File: src/hw/rtl/lshahc_pkg.sv
// Package: constants, widths and state type for the LSH amplified hash combiner.
package lshahc_pkg;

    // Prime modulus for the object id; 2^32 mod PRIME is 5.
    localparam logic [32:0] PRIME      = 33'd4294967291;
    localparam int          FOLD_CONST = 5;

    localparam int H_W      = 32;
    localparam int WEIGHT_W = 14;
    localparam int BCNT_W   = 25;
    localparam int BIDX_W   = 24;
    localparam int POS_W    = 3;
    localparam int CFG_IDX_W  = 3;
    localparam int CFG_DATA_W = 25;
    localparam int CNT_W    = 5;

    localparam int NUM_WEIGHTS = 4;
    localparam int MUL_STEPS   = WEIGHT_W;
    localparam int DIV_STEPS   = H_W;

    // Register indexes of the configuration port
    localparam logic [CFG_IDX_W-1:0] REG_WEIGHT_0     = 3'd0;
    localparam logic [CFG_IDX_W-1:0] REG_WEIGHT_3     = 3'd3;
    localparam logic [CFG_IDX_W-1:0] REG_BUCKET_COUNT = 3'd4;

    typedef enum logic [2:0] {
        ST_IDLE,
        ST_MUL,
        ST_RED,
        ST_ACC,
        ST_DIV,
        ST_OUT
    } lshahc_state_t;

endpackage

File: src/hw/rtl/lsh_amplified_hash_combiner.sv
// Top level: serial weighted sum modulo a prime with bucket index by serial division.
//
//  channel  | ports                                   | direction
//  ---------+-----------------------------------------+----------
//  input    | s_valid, s_ready, s_h_value             | in
//  result   | m_valid, m_ready, m_point_id,           | out
//           | m_bucket_index                          |
//  config   | cfg_we, cfg_index, cfg_data             | in
//
// Steps: an item that does not close a point passes through accept, 14 steps of the
// bit-serial weight multiplier, one fold of 2^32 into 5 and one modular add. The item that
// closes a point adds 32 steps of the restoring divider for the bucket index and a load
// of the output register.
// Reset: aresetn is synchronous, active low; clears the residue, position, weights (to 1)
// and bucket count (to 1). No clearing pass.
// Stalls: the result sits in an output register; the next point's items are taken
// while it waits. A finished point waits in ST_OUT only if the register is still full.
module lsh_amplified_hash_combiner #(
    parameter int NUM_TERMS = 4
) (
    input  logic                                  aclk,
    input  logic                                  aresetn,
    // input request channel
    input  logic                                  s_valid,
    output logic                                  s_ready,
    input  logic signed [lshahc_pkg::H_W-1:0]     s_h_value,
    // result request channel
    output logic                                  m_valid,
    input  logic                                  m_ready,
    output logic [lshahc_pkg::H_W-1:0]            m_point_id,
    output logic [lshahc_pkg::BIDX_W-1:0]         m_bucket_index,
    // configuration write port
    input  logic                                  cfg_we,
    input  logic [lshahc_pkg::CFG_IDX_W-1:0]      cfg_index,
    input  logic [lshahc_pkg::CFG_DATA_W-1:0]     cfg_data
);

    localparam int H_W = lshahc_pkg::H_W;
    localparam int W_W = lshahc_pkg::WEIGHT_W;
    localparam int B_W = lshahc_pkg::BCNT_W;
    localparam int P_W = lshahc_pkg::POS_W;
    localparam int C_W = lshahc_pkg::CNT_W;
    localparam logic [P_W-1:0] LAST_POS = P_W'(NUM_TERMS - 1);

    // ---------------------------------------------------------------- config
    logic [W_W-1:0] weight_reg [lshahc_pkg::NUM_WEIGHTS];
    logic [B_W-1:0] bucket_count_reg;

    always_ff @(posedge aclk) begin
        if (!aresetn) begin
            for (int i = 0; i < lshahc_pkg::NUM_WEIGHTS; i++) begin
                weight_reg[i] <= W_W'(1);
            end
            bucket_count_reg <= B_W'(1);
        end else if (cfg_we) begin
            if (cfg_index <= lshahc_pkg::REG_WEIGHT_3) begin
                weight_reg[cfg_index[1:0]] <= cfg_data[W_W-1:0];
            end else if (cfg_index == lshahc_pkg::REG_BUCKET_COUNT) begin
                bucket_count_reg <= cfg_data[B_W-1:0];
            end
        end
    end

    // ---------------------------------------------------------------- state
    lshahc_pkg::lshahc_state_t state_reg, state_next;

    logic [C_W-1:0] cnt_reg;
    logic [P_W-1:0] term_pos_reg;
    logic [H_W-1:0] residue_reg;
    logic [H_W-1:0] h_reg;          // h reduced into [0, P)
    logic [W_W-1:0] w_sh_reg;       // weight, shifted out LSB first
    logic [H_W-1:0] acc_hi_reg;     // upper product bits
    logic [W_W-1:0] lo_reg;         // lower product bits, shifted in from the top
    logic [H_W-1:0] term_reg;
    logic [H_W-1:0] id_reg;
    logic [H_W-1:0] div_sh_reg;     // dividend, MSB first
    logic [B_W-1:0] rem_reg;
    logic           m_valid_reg;
    logic [H_W-1:0] m_point_id_reg;
    logic [lshahc_pkg::BIDX_W-1:0] m_bucket_index_reg;

    logic s_fire;
    logic out_free;
    logic is_last;
    logic mul_done;
    logic div_done;

    assign is_last  = (term_pos_reg == LAST_POS);
    assign mul_done = (cnt_reg == C_W'(lshahc_pkg::MUL_STEPS - 1));
    assign div_done = (cnt_reg == C_W'(lshahc_pkg::DIV_STEPS - 1));

    // next state
    always_comb begin
        state_next = state_reg;
        unique case (state_reg)
            lshahc_pkg::ST_IDLE: if (s_valid)  state_next = lshahc_pkg::ST_MUL;
            lshahc_pkg::ST_MUL:  if (mul_done) state_next = lshahc_pkg::ST_RED;
            lshahc_pkg::ST_RED:  state_next = lshahc_pkg::ST_ACC;
            lshahc_pkg::ST_ACC: begin
                state_next = is_last ? lshahc_pkg::ST_DIV : lshahc_pkg::ST_IDLE;
            end
            lshahc_pkg::ST_DIV:  if (div_done) state_next = lshahc_pkg::ST_OUT;
            lshahc_pkg::ST_OUT:  if (out_free) state_next = lshahc_pkg::ST_IDLE;
            default:             state_next = lshahc_pkg::ST_IDLE;
        endcase
    end

    // outputs of the controller
    always_comb begin
        s_ready  = (state_reg == lshahc_pkg::ST_IDLE);
        out_free = !m_valid_reg || m_ready;
    end

    assign s_fire = s_valid && s_ready;

    always_ff @(posedge aclk) begin
        if (!aresetn) begin
            state_reg <= lshahc_pkg::ST_IDLE;
        end else begin
            state_reg <= state_next;
        end
    end

    // ---------------------------------------------------------------- datapath
    logic [W_W-1:0] w_sel;
    logic [H_W:0]   mul_sum;
    logic [W_W-1:0] prod_hi;
    logic [H_W:0]   fold_sum;
    logic [H_W:0]   acc_sum;
    logic [H_W-1:0] term_mod;
    logic [H_W-1:0] acc_mod;
    logic [B_W:0]   div_trial;
    logic [B_W:0]   div_sub;

    always_comb begin
        if (term_pos_reg < P_W'(lshahc_pkg::NUM_WEIGHTS)) begin
            w_sel = weight_reg[term_pos_reg[1:0]];
        end else begin
            w_sel = W_W'(1);
        end
        // shift-add multiply step
        mul_sum  = {1'b0, acc_hi_reg} + (w_sh_reg[0] ? {1'b0, h_reg} : '0);
        // product = hi*2^32 + lo, and 2^32 = 5 mod P
        prod_hi  = acc_hi_reg[H_W-1:H_W-W_W];
        fold_sum = {1'b0, acc_hi_reg[H_W-W_W-1:0], lo_reg}
                 + (H_W+1)'({prod_hi, 2'b00}) + (H_W+1)'(prod_hi);
        term_mod = (fold_sum >= lshahc_pkg::PRIME) ? H_W'(fold_sum - lshahc_pkg::PRIME)
                                                   : fold_sum[H_W-1:0];
        acc_sum  = {1'b0, residue_reg} + {1'b0, term_reg};
        acc_mod  = (acc_sum >= lshahc_pkg::PRIME) ? H_W'(acc_sum - lshahc_pkg::PRIME)
                                                  : acc_sum[H_W-1:0];
        // restoring division step
        div_trial = {rem_reg, div_sh_reg[H_W-1]};
        div_sub   = div_trial - {1'b0, bucket_count_reg};
    end

    always_ff @(posedge aclk) begin
        if (!aresetn) begin
            term_pos_reg <= '0;
            residue_reg  <= '0;
            cnt_reg      <= '0;
            m_valid_reg  <= 1'b0;
        end else begin
            // a new result may replace one taken at this same edge
            if ((state_reg == lshahc_pkg::ST_OUT) && out_free) begin
                m_valid_reg <= 1'b1;
            end else if (m_valid_reg && m_ready) begin
                m_valid_reg <= 1'b0;
            end
            unique case (state_reg)
                lshahc_pkg::ST_IDLE: begin
                    if (s_fire) begin
                        // negative h: (h + 2^32) - 5 lands in [0, P)
                        h_reg      <= s_h_value[H_W-1]
                                    ? H_W'(s_h_value) - H_W'(lshahc_pkg::FOLD_CONST)
                                    : H_W'(s_h_value);
                        w_sh_reg   <= w_sel;
                        acc_hi_reg <= '0;
                        lo_reg     <= '0;
                        cnt_reg    <= '0;
                    end
                end
                lshahc_pkg::ST_MUL: begin
                    acc_hi_reg <= mul_sum[H_W:1];
                    lo_reg     <= {mul_sum[0], lo_reg[W_W-1:1]};
                    w_sh_reg   <= w_sh_reg >> 1;
                    cnt_reg    <= cnt_reg + C_W'(1);
                end
                lshahc_pkg::ST_RED: begin
                    term_reg <= term_mod;
                end
                lshahc_pkg::ST_ACC: begin
                    if (is_last) begin
                        id_reg       <= acc_mod;
                        div_sh_reg   <= acc_mod;
                        rem_reg      <= '0;
                        cnt_reg      <= '0;
                        residue_reg  <= '0;
                        term_pos_reg <= '0;
                    end else begin
                        residue_reg  <= acc_mod;
                        term_pos_reg <= term_pos_reg + P_W'(1);
                    end
                end
                lshahc_pkg::ST_DIV: begin
                    rem_reg    <= div_sub[B_W] ? div_trial[B_W-1:0] : div_sub[B_W-1:0];
                    div_sh_reg <= div_sh_reg << 1;
                    cnt_reg    <= cnt_reg + C_W'(1);
                end
                lshahc_pkg::ST_OUT: begin
                    if (out_free) begin
                        m_point_id_reg     <= id_reg;
                        // zero bucket count gives index zero
                        m_bucket_index_reg <= (bucket_count_reg == '0) ? '0
                                            : rem_reg[lshahc_pkg::BIDX_W-1:0];
                    end
                end
                default: ;
            endcase
        end
    end

    assign m_valid        = m_valid_reg;
    assign m_point_id     = m_point_id_reg;
    assign m_bucket_index = m_bucket_index_reg;

endmodule

File: config.mk
export PLATFORM = sky130hd
export DESIGN_NAME = lsh_amplified_hash_combiner
export DESIGN_NICKNAME = d
export VERILOG_FILES = /design/src/hw/rtl/lshahc_pkg.sv /design/src/hw/rtl/lsh_amplified_hash_combiner.sv
export SDC_FILE = /design/constraint.sdc
export NUM_CORES = 1
export LEC_CHECK = 0
export ABC_CLOCK_PERIOD_IN_PS = 5550
export BUFFER_PORTS_ARGS = -buffer_cell sky130_fd_sc_hd__clkbuf_2
export CAP_MARGIN = 20
export CORE_AREA = 2 2 206 208
export DETAILED_ROUTE_END_ITERATION = 10
export DIE_AREA = 0 0 208 210
export GPL_ROUTABILITY_DRIVEN = 1
export HOLD_SLACK_MARGIN = 0.12
export PLACE_DENSITY = 0.73
export SYNTH_ARGS = -nofsm -noshare
export SYNTH_HDL_FRONTEND = slang
export SYNTH_SLANG_ARGS = --single-unit
File: constraint.sdc
create_clock -name aclk -period 5.55 [get_ports aclk]
set_clock_uncertainty 0.05 [all_clocks]
set_input_delay 0.8325 -clock aclk [delete_from_list [all_inputs] [get_ports aclk]]
set_output_delay 0.8325 -clock aclk [all_outputs]
set_load 0.01 [all_outputs]
==> results.json <==
{
  "route.detailed.drc": 0,
  "grt_pass1_vias": 16000,
  "final-seq-area_um2": 11200,
  "critPathMaxFanout": 15,
  "n_antenna_cell": 0,
  "setup_ws_ps": 268,
  "worstPathRequired_ps": 5820,
  "ir_worst_vdd_uv": 188,
  "placed_cells": 2745,
  "min_period_ps": 5280,
  "yosys.cell_count.top_type": "edfxtp_1",
  "ys_types": 84,
  "yosys_warnings": 0,
  "reg2reg_from": "term_reg[0]",
  "worst_pin_slew_ps": 1080,
  "ys.flop_type": "edfxtp_1",
  "std_cell_rows": 75,
  "hp-class": "reg -> reg",
  "synth_nets": 2333,
  "cts_tree": "done",
  "firstDrtPassIters": 5,
  "grt_overflow_total": 0,
  "grt_pass1_wl_um": 81300,
  "dr_total_vias": 16500,
  "netlist.area_leader.share_pct": 43.1,
  "pwr_density_cell_nw_per_um2": 297,
  "ys_seq_area_share_pct": 49.3,
  "synth_area_leader_cell": "edfxtp_1",
  "dp_slack_ps": 281,
  "path_clk_slew_ps": 70,
  "reg2reg_depth": 15,
  "clk_latency_ps": 580,
  "power_frac_seq_pct": 44.6,
  "fin_nets": 2448,
  "ant_nets": 0,
  "r2r_end": "div_sh_reg[11]",
  "min_path_cells": 0,
  "drt-total-wl_um": 50000,
  "die_x_um": 208,
  "min_to": "m_point_id[31]",
  "async_flop_share_pct": 0,
  "die_y_um": 210,
  "antenna_found_initial": 0,
  "multi_input_area_um2": 10900,
  "p_clk_share_pct": 42.6,
  "switching_power_w": 0.00183,
  "netlist_area_um2": 22700,
  "p_leak_nw": 9.68,
  "cts-htree-levels": 2,
  "avgSynthCellArea_um2": 10.6,
  "io_pins": 123,
  "p_int_w": 0.00574,
  "final_layout_size_suffix_gt1_share_pct": 13.3,
  "place.gp.congestion": 0.907,
  "setup_viol": 0,
  "dp_hpwl_um": 36600,
  "final_util_pct": 61.5,
  "cts.sink_count": 396,
  "switching_share_pct": 24.2,
  "crit_path_end_kind": "flip-flop",
  "clk_path_buf_depth": 3,
  "drv_slew": 0,
  "maxCapViolCount": 0,
  "outcome": "complete, no violations",
  "synth_cells": 2136,
  "synthTopCellsByArea": "edfxtp_1 43%, ha_1 6.4%, dfxtp_1 6.3%",
  "drt-initial-drc-count": 1233,
  "largest_register_ff_count": 56,
  "period_share_pct": 95.2,
  "wl_per_cell_um": 17.7,
  "ys_ff_latch": 396,
  "core_um2": 41500,
  "tns_ps": 0,
  "final_cells": 2823,
  "rsz0062_at_grt": "false",
  "timing.fmax_ghz": 0.189,
  "grt_start_max_net_pins": 57,
  "synthTopCellsByCount": "325 x edfxtp_1, 206 x nor2_1, 182 x nand2_1, 135 x a21oi_1, 116 x ha_1",
  "synth_edf_count": 325,
  "grt_usage_pct": 22.8,
  "start_util_pct": 54.6,
  "n_fill_cell": 3350,
  "portBuffers": 122,
  "dieArea_um2": 43700,
  "combPwrFrac_pct": 12.8,
  "startpoint_type": "flip-flop",
  "hp-start": "id_reg[31]",
  "r2r_setup_slack_ps": 270,
  "root_buffer": "clkbuf_16",
  "area_growth_syn_to_layout_pct": 12.5,
  "worstSetupPathType": "reg -> reg",
  "relSlewSlack_pct": 27.9,
  "cts_buffers": 41,
  "hold_viol": 0,
  "vias_per_cell": 5.86,
  "arrival_ps": 5550
}
-- stage by stage --
stage / hold WS, ps / instance area, um^2 / total power, W
after detailed placement: 355 / 23900 / 0.00439
after floorplan: 350 / 22700 / 0.00414
after global placement: 351 / 23900 / 0.00436
after global routing: 376 / 25500 / 0.00785
after CTS: 367 / 25500 / 0.00761
final: 366 / 25500 / 0.00757
-- final cells by class --
class	instances	area share, %
Sequential cell	396	43.9
Clock buffer	51	4.45
Tap cell	539	2.65
Clock inverter	25	1.81
Timing Repair Buffer	149	3.21
Multi-Input combinational cell	1567	42.6
Inverter	96	1.41
-- placed cells by master, fill, tap and decap left out, types with 16 or more instances in the layout --
master,instances
a211oi_1,20
a21o_1,53
a21oi_1,135
a22o_1,38
and2_1,60
buf_4,26
clkbuf_16,42
clkbuf_2,122
dfxtp_1,71
edfxtp_1,325
fa_1,16
ha_1,116
inv_1,96
mux2_2,29
nand2_1,182
nand2b_1,28
nand3_1,66
nand4_1,16
nor2_1,203
nor2b_1,38
nor3_1,46
nor4_1,21
o21ai_0,86
or3_1,18
xnor2_1,84
xor2_1,72
-- worst max-delay path, cell delays in order, from the launching register on --
cell	delay, ps
edfxtp_1	380
ha_1	220
fa_1	450
a211o_1	350
a2111oi_4	390
o22ai_2	240
a22oi_2	200
a31oi_1	170
xnor2_2	250
or4b_1	480
nor4_2	460
nand4_4	350
buf_4	310
a211oi_1	320
xnor2_1	150
mux2_2	280
-- cells by family (layout without fill, tap and decap cells) --
group / Yosys count / count (layout) / synth area share [%]
AO/OA/AOI/OAI: 475 / 475 / 14.3
XOR/XNOR: 158 / 158 / 6.14
adder cells (fa/ha/maj): 132 / 132 / 7.82
buffers and inverters: 173 / 321 / 2.94
flip-flops: 396 / 396 / 49.3
multiplexers: 49 / 49 / 3.10
AND/OR/NAND/NOR: 753 / 753 / 16.4
-- power groups by stage --
stage | registers, W | clock network, W | logic, W
detailed placement | 0.00344 | 0 | 0.000949
CTS | 0.00338 | 0.00328 | 0.000957
global route | 0.00339 | 0.00339 | 0.00107
finish | 0.00338 | 0.00323 | 0.000965
floorplan | 0.00342 | 0 | 0.000724
global placement | 0.00344 | 0 | 0.000920
-- routing by layer --
| metal | vias to the layer above | routed length, um | global-route usage (%) |
|---|---|---|---|
| met5 | - | 0 | 0 |
| met4 | 0 | 1120 | 6.99 |
| met3 | 82 | 2780 | 3.25 |
| met2 | 474 | 23400 | 37.7 |
| met1 | 7886 | 22700 | 31.5 |
| li1 | 8094 | - | - |
-- how the worst max path moves through the flow --
stage | from | to | cells past startpoint
after global routing | term_reg[0] | div_sh_reg[11] | 15
after detailed placement | term_reg[0] | div_sh_reg[11] | 15
final | term_reg[0] | div_sh_reg[11] | 15
after CTS | term_reg[0] | div_sh_reg[11] | 15
after global placement | acc_hi_reg[18] | term_reg[11] | 16
after floorplan | acc_hi_reg[20] | term_reg[22] | 16
-- repair_timing --
| item | 4_1_cts | 5_1_grt |
|---|---|---|
| buffers inserted | 0 | 0 |
| endpoints found under the hold margin | 0 | 0 |
| hold buffers | 0 | 0 |
| resized for setup | 0 | 1 |
| setup endpoints to repair | 0 | 7 |
Note: power is estimated with default switching activity, not from simulation.
